[src/hdl/bid_pkg.sv]
// Types and constants for the bytecode instruction decoder.
// No dependencies; used by the core and its checker.
`default_nettype none

package bid_pkg;

   localparam int REQ_DATA_W = 8;
   localparam int RSP_DATA_W = 56;
   localparam int RSP_USER_W = 2;
   localparam int CSR_INDEX_W = 8;
   localparam int CSR_DATA_W = 17;

   typedef enum logic [1:0] {
      STATUS_OK       = 2'd0,
      STATUS_OVERFLOW = 2'd1,
      STATUS_RANGE    = 2'd2
   } status_type;

   localparam logic [CSR_INDEX_W-1:0] REG_FUNCTION_BASE   = 8'd0;
   localparam logic [CSR_INDEX_W-1:0] REG_FUNCTION_LENGTH = 8'd1;

   // code-target opcodes: jump, conditional jump, loop, push handler
   localparam logic [7:0] OP_JUMP         = 8'd28;
   localparam logic [7:0] OP_JUMP_COND    = 8'd29;
   localparam logic [7:0] OP_LOOP         = 8'd30;
   localparam logic [7:0] OP_PUSH_HANDLER = 8'd57;

   localparam logic [3:0] LAST_VARINT_BYTE = 4'd9;
   localparam logic [3:0] LAST_SHIFT_SLOT  = 4'd4;

   function automatic logic is_code_target(input logic [7:0] op);
      return (op == OP_JUMP) || (op == OP_JUMP_COND) ||
             (op == OP_LOOP) || (op == OP_PUSH_HANDLER);
   endfunction

endpackage

`default_nettype wire

[src/hdl/bytecode_instruction_decoder_core.sv]
// Byte-serial decoder for one function body: opcode byte plus zigzag LEB128 operand.
// Depends on bid_pkg.
`default_nettype none

// Usage:
//   req_*  : one stream byte per word in req_tdata[7:0].
//   rsp_*  : one word per decoded instruction, issued on the byte that ends
//            its operand varint. tdata = opcode, operand, instr_index;
//            tlast = last instruction of the body; tuser = status.
//   csr_*  : register writes (0 function_base, 1 function_length). Any write
//            to a known register restarts decoding at the first instruction.
//   Throughput is one byte per cycle while req_tready is high; the decode of a
//   byte is done in the cycle it is accepted and the result is in the output
//   register on the next cycle.
//   req_tready drops only while a result waits in the output register and
//   rsp_tready is low; the output register is the only stall point.
//   After a status error or once function_length instructions are out,
//   bytes are taken and dropped until the next write to a known register.
//   Reset (synchronous) clears the decoder and sets base 0, length 1.
module bytecode_instruction_decoder_core #(
   parameter int MAX_CODE = 65536
) (
   input  wire                                   clock,
   input  wire                                   reset,
   // req_tdata: [7:0] byte_in
   input  wire                                   req_tvalid,
   output logic                                  req_tready,
   input  wire  [bid_pkg::REQ_DATA_W-1:0]        req_tdata,
   // rsp_tdata: [7:0] opcode_out, [39:8] operand_out, [55:40] instr_index
   output logic                                  rsp_tvalid,
   input  wire                                   rsp_tready,
   output logic [bid_pkg::RSP_DATA_W-1:0]        rsp_tdata,
   output logic                                  rsp_tlast,
   // rsp_tuser: [1:0] status
   output logic [bid_pkg::RSP_USER_W-1:0]        rsp_tuser,
   input  wire                                   csr_valid,
   output logic                                  csr_ready,
   input  wire  [bid_pkg::CSR_INDEX_W-1:0]       csr_index,
   input  wire  [bid_pkg::CSR_DATA_W-1:0]        csr_wdata
);
   import bid_pkg::*;

   localparam int CapBits = $clog2(MAX_CODE + 1);
   localparam int CapW = (CapBits > CSR_DATA_W) ? CapBits : CSR_DATA_W;
   localparam logic [CapW-1:0] Cap = CapW'(MAX_CODE);

   logic [15:0]  base_ff;
   logic [16:0]  length_ff;
   logic         in_operand_ff;
   logic [7:0]   opcode_ff;
   logic [32:0]  accum_ff;
   logic [3:0]   shift_ff;
   logic [16:0]  count_ff;
   logic         halted_ff;

   logic         rsp_valid_ff;
   logic [7:0]   rsp_opcode_ff;
   logic [31:0]  rsp_operand_ff;
   logic [15:0]  rsp_index_ff;
   logic         rsp_last_ff;
   status_type   rsp_status_ff;

   logic         accept;
   logic         active;
   logic         cfg_hit;
   logic [16:0]  length_in;
   logic [6:0]   payload;
   logic [39:0]  shifted;
   logic [39:0]  merged;
   logic [32:0]  accum_in;
   logic         done;
   logic         emit;
   logic [31:0]  zig;
   logic [31:0]  operand;
   logic         out_of_range;
   logic [31:0]  operand_in;
   status_type   status_in;
   logic [16:0]  count_inc;
   logic [15:0]  index_in;
   logic         last_in;

   assign csr_ready  = 1'b1;
   assign req_tready = !rsp_valid_ff || rsp_tready;
   assign accept     = req_tvalid && req_tready;
   assign active     = !halted_ff && (count_ff < length_ff);
   assign cfg_hit    = csr_valid &&
                       (csr_index == REG_FUNCTION_BASE || csr_index == REG_FUNCTION_LENGTH);

   assign length_in = (CapW'(csr_wdata) > Cap) ? CSR_DATA_W'(Cap) : csr_wdata;

   assign payload = req_tdata[6:0];

   always_comb begin
      unique case (shift_ff)
         4'd0:    shifted = {33'b0, payload};
         4'd1:    shifted = {26'b0, payload, 7'b0};
         4'd2:    shifted = {19'b0, payload, 14'b0};
         4'd3:    shifted = {12'b0, payload, 21'b0};
         4'd4:    shifted = {5'b0, payload, 28'b0};
         default: shifted = '0;
      endcase
   end

   assign merged = {7'b0, accum_ff} | shifted;

   // bit 32 is a sticky overflow mark; bytes past the fifth may only add zeros
   always_comb begin
      if (shift_ff <= LAST_SHIFT_SLOT) begin
         accum_in = {|merged[39:32], merged[31:0]};
      end else begin
         accum_in = {accum_ff[32] | (payload != 7'd0), accum_ff[31:0]};
      end
   end

   assign done = !req_tdata[7] || (shift_ff == LAST_VARINT_BYTE);
   assign emit = accept && active && in_operand_ff && done;

   assign zig          = accum_in[31:0];
   assign operand      = {1'b0, zig[31:1]} ^ {32{zig[0]}};
   assign out_of_range = operand[31] || (operand[30:17] != 14'd0) ||
                         (operand[16:0] >= length_ff);
   assign count_inc    = count_ff + 17'd1;
   assign index_in     = base_ff + count_ff[15:0];

   always_comb begin
      operand_in = operand;
      status_in  = STATUS_OK;
      if (req_tdata[7] || accum_in[32]) begin
         status_in  = STATUS_OVERFLOW;
         operand_in = '0;
      end else if (is_code_target(opcode_ff)) begin
         if (out_of_range) begin
            status_in = STATUS_RANGE;
         end else begin
            operand_in = operand + {16'b0, base_ff};
         end
      end
   end

   assign last_in = (status_in == STATUS_OK) && (count_inc == length_ff);

   always_ff @(posedge clock) begin
      if (reset) begin
         base_ff       <= '0;
         length_ff     <= 17'd1;
         in_operand_ff <= 1'b0;
         opcode_ff     <= '0;
         accum_ff      <= '0;
         shift_ff      <= '0;
         count_ff      <= '0;
         halted_ff     <= 1'b0;
      end else if (cfg_hit) begin
         if (csr_index == REG_FUNCTION_BASE) begin
            base_ff <= csr_wdata[15:0];
         end else begin
            length_ff <= length_in;
         end
         in_operand_ff <= 1'b0;
         opcode_ff     <= '0;
         accum_ff      <= '0;
         shift_ff      <= '0;
         count_ff      <= '0;
         halted_ff     <= 1'b0;
      end else if (accept && active) begin
         if (!in_operand_ff) begin
            opcode_ff     <= req_tdata;
            in_operand_ff <= 1'b1;
            accum_ff      <= '0;
            shift_ff      <= '0;
         end else if (done) begin
            in_operand_ff <= 1'b0;
            accum_ff      <= '0;
            shift_ff      <= '0;
            if (status_in != STATUS_OK) begin
               halted_ff <= 1'b1;
            end else begin
               count_ff <= count_inc;
            end
         end else begin
            accum_ff <= accum_in;
            shift_ff <= shift_ff + 4'd1;
         end
      end
   end

   always_ff @(posedge clock) begin
      if (reset) begin
         rsp_valid_ff <= 1'b0;
      end else if (emit) begin
         rsp_valid_ff <= 1'b1;
      end else if (rsp_tready) begin
         rsp_valid_ff <= 1'b0;
      end
   end

   always_ff @(posedge clock) begin
      if (emit) begin
         rsp_opcode_ff  <= opcode_ff;
         rsp_operand_ff <= operand_in;
         rsp_index_ff   <= index_in;
         rsp_last_ff    <= last_in;
         rsp_status_ff  <= status_in;
      end
   end

   assign rsp_tvalid = rsp_valid_ff;
   assign rsp_tdata  = {rsp_index_ff, rsp_operand_ff, rsp_opcode_ff};
   assign rsp_tlast  = rsp_last_ff;
   assign rsp_tuser  = rsp_status_ff;

endmodule

`default_nettype wire

[config.mk]
export PLATFORM = sky130hd
export DESIGN_NAME = bytecode_instruction_decoder_core
export DESIGN_NICKNAME = d
export VERILOG_FILES = /design/src/hdl/bid_pkg.sv /design/src/hdl/bytecode_instruction_decoder_core.sv
export SDC_FILE = /design/constraint.sdc
export NUM_CORES = 1
export LEC_CHECK = 0
export CAP_MARGIN = 5
export CORE_MARGIN = 3
export CORE_UTILIZATION = 65
export DETAILED_ROUTE_END_ITERATION = 10
export DONT_BUFFER_PORTS = 1
export GPL_ROUTABILITY_DRIVEN = 0
export PLACE_DENSITY_LB_ADDON = 0.05
export SYNTH_ARGS = -nofsm -noshare
export SYNTH_HDL_FRONTEND = slang
export SYNTH_SLANG_ARGS = --single-unit
export TNS_END_PERCENT = 30
[constraint.sdc]
create_clock -name clock -period 7.9 [get_ports clock]
set_input_delay 0.395 -clock clock [delete_from_list [all_inputs] [get_ports clock]]
set_output_delay 0.395 -clock clock [all_outputs]
set_load 0.05 [all_outputs]
==> out/metrics.cfg <==
[status]
status = finished, final reports clean

[clock_tree]
htreeDepth = 4
clk_latency_ns = 0.43
cts_hold_buf = 0
postCtsSetupBuffers = 0
cts_tree = yes
cts_repair_resize_count = 0
root_buffer = clkbuf_16
clock_path_buffers = 2
cts_made_buffers = 17
path_clk_slew_ns = 0.06
cts.sink_count = 157

[global_routing]
grtUsageTotal_pct = 30.9
first_global_vias = 7152
grt_antenna_before_repair = 0
grt-ovfl-total = 0
grt_pass1_wl_um = 38800
grt_max_degree = 49

[die]
initial_core_util_pct = 67.8
ios = 100
rows = 42
fp.dieH_um = 125
design.core.area_mm2 = 0.0135
floorplan.die_area_mm2 = 0.0155
die_x_um = 125

[critical_path]
critical_path_class = reg -> reg
slowest_stage = or3_1
startpoint_type = flip-flop
path_cells = inv_1, ha_1, nor3b_4, a21oi_4, buf_4, xor2_1, inv_1, ha_1, nand2b_1, a211oi_1, o31ai_1, a221oi_1, o31ai_1, or3_1, or3_1, a21oi_1
end_kind = flip-flop
cp_slowest_stage_delay_ns = 0.76
crit_fanout = 38
crit_required_ns = 8.18
crit_arrival_ns = 5.16

[logic_synthesis]
synth_area_per_cell_um2 = 9.39
yosys.area.top_type_share_pct = 21.4
syn_inst = 975
synth_nets = 1085
synth.area.top_cells = dfxtp_1 21%, edfxtp_1 19%, ha_1 9.6%
ys_seq_area_share_pct = 40.8
synthFlopType = dfxtp_1
yosys-top-cells-count = 149 x nor2_1, 98 x dfxtp_1, 70 x ha_1
synth_top_area_cell = dfxtp_1
yosysWarnings = 0
synth_edf_count = 59
async_reset_ff_share_pct = 0
synth_cell_types = 63
synth.most_common_cell = nor2_1
ys_seq_elements = 157
synth_area_mm2 = 0.00916

[layout]
fin_area_mm2 = 0.00981
antennaDiodeCount = 0
post-route-util_pct = 72.6
nets = 1063
drive_gt1_share_pct = 4.76
syn_to_final_growth_pct = 7.11

[sta]
clock_skew_ns = 0.00588
worst_slew_pin_slew_ns = 1.30
slew_headroom_pct = 13.2
finalWorstSetupSlack_ns = 3.02
finalSetupViolCount = 0
drv_slew = 0
min_period_ns = 4.88
max_freq_ghz = 0.205
final-hold-violation-count = 0
totalNegativeSetupSlack_ns = 0
layout_worst_path_cycle_share_pct = 61.8
rsz0062_at_grt = no

[detailed_routing]
drtIter0Drc = 924
vias = 7573
drtPass1Iterations = 5
wirelength_um = 24100
wl_per_cell_um = 21.1
vias_per_cell = 6.63
drcViolationCount = 0
antenna_left = 0

[power_and_ir_drop]
p_per_area_mw_per_mm2 = 199
leakage_uw = 0.00394
peakVddDrop_uv = 140

[placed_design]
preCtsSetupSlack_ns = 3.09
io_buffers = 0
place_hpwl_um = 17700
placed_area_mm2 = 0.00923

[job]
maxCapViolCount = 0

[worst_hold_path]
hold_class = in -> reg

==> metal layers <==
layer | routed length, um | up-vias | track usage [%]
li1 | - | 3514 | -
met1 | 10500 | 3630 | 42.9
met2 | 10900 | 375 | 47.2
met3 | 2080 | 54 | 7.93
met4 | 554 | 0 | 10.5
met5 | 0 | - | 0
==> area by class of cell <==
type	instances	area, um2
well taps	176	220
clock inverters	11	116
fillers	963	3700
flip-flops and latches	157	3730
multi-input cells	734	5090
clock buffers	21	462
inverters	36	135
repair buffers	7	52.6
==> worst paths after layout <==
path / start / to / slack [ns] / cells past startpoint
min: reset / length_ff[13] / 0.04 / 1
max reg2reg: shift_ff[0] / rsp_operand_ff[17] / 3.02 / 16
max: shift_ff[0] / rsp_operand_ff[17] / 3.02 / 16
min reg2reg: halted_ff / halted_ff / 0.46 / 1
==> per-stage QoR <==
step / power [uW] / cells / hold slack (ns)
global route: 2030 / 1142 / 0.0177
detailed placement: 1160 / 1110 / 0.444
global placement: 1140 / 1110 / 0.440
finish: 1950 / 1142 / 0.0395
floorplan: 1110 / 975 / 0.429
CTS: 1950 / 1142 / 0.0235
==> critical path: cells and delay by family, from the launching register on <==
family          cells  cell delay (ns)
compound gates      6             1.04
buf+inv             3             0.51
simple gates        4             1.98
fa+ha+maj           2             0.52
flops               1             0.36
xor+xnor            1             0.26
==> sequential cells by signal (all words and copies together) (netlist names) <==
| name | count |
|---|---|
| rsp_index_ff | 16 |
| rsp_tuser | 2 |
| count_ff | 17 |
| base_ff | 16 |
| rsp_tlast | 1 |
| opcode_ff | 8 |
| in_operand_ff | 1 |
| accum_ff | 33 |
| rsp_tvalid | 1 |
| halted_ff | 1 |
| length_ff | 17 |
| shift_ff | 4 |
| rsp_opcode_ff | 8 |
| rsp_operand_ff | 32 |
==> kinds of logic (layout without fill, tap and decap cells) <==
logic type,Yosys count,count (layout),synth area share (%)
buf+inv,84,75,3.81
fa+ha+maj,72,72,10.0
flops,157,157,40.8
other cells,1,1,0.0410
mux,46,46,5.03
compound gates,222,222,16.0
xor+xnor,83,83,7.94
simple gates,310,310,16.4
==> power breakdown <==
group / switching, uW / internal, uW / total, uW
Combinational: 157 / 94.2 / 251
Sequential: 34.1 / 860 / 894
Clock: 322 / 480 / 803
Total: 513 / 1430 / 1950
==> cell usage in the layout, fill, tap and decap left out, types with 6 or more instances in the layout <==
cell       synthesis  routed
o21ai_0           22      22
a21oi_1           65      64
nand3_1           22      22
a211oi_1          10      10
nand2b_1           9       9
nand2_1           38      38
nor2_1           149     148
o31ai_1            7       7
a41o_1             6       6
nor4_1            10      10
and3_1             8       8
nor3_1            14      14
xor2_1            33      33
mux2i_1           46      46
o41ai_1            6       6
inv_1             36      35
a21o_1            10      10
xnor2_1           50      50
clkbuf_16          0      18
buf_4              3       7
edfxtp_1          59      59
a31oi_1           40      40
ha_1              70      70
dfxtp_1           98      98
o21a_1            13      13
nand4_1           14      14
or3_1             14      14
a22oi_1           15      15
No activity file was read; power rests on OpenSTA's default activity.
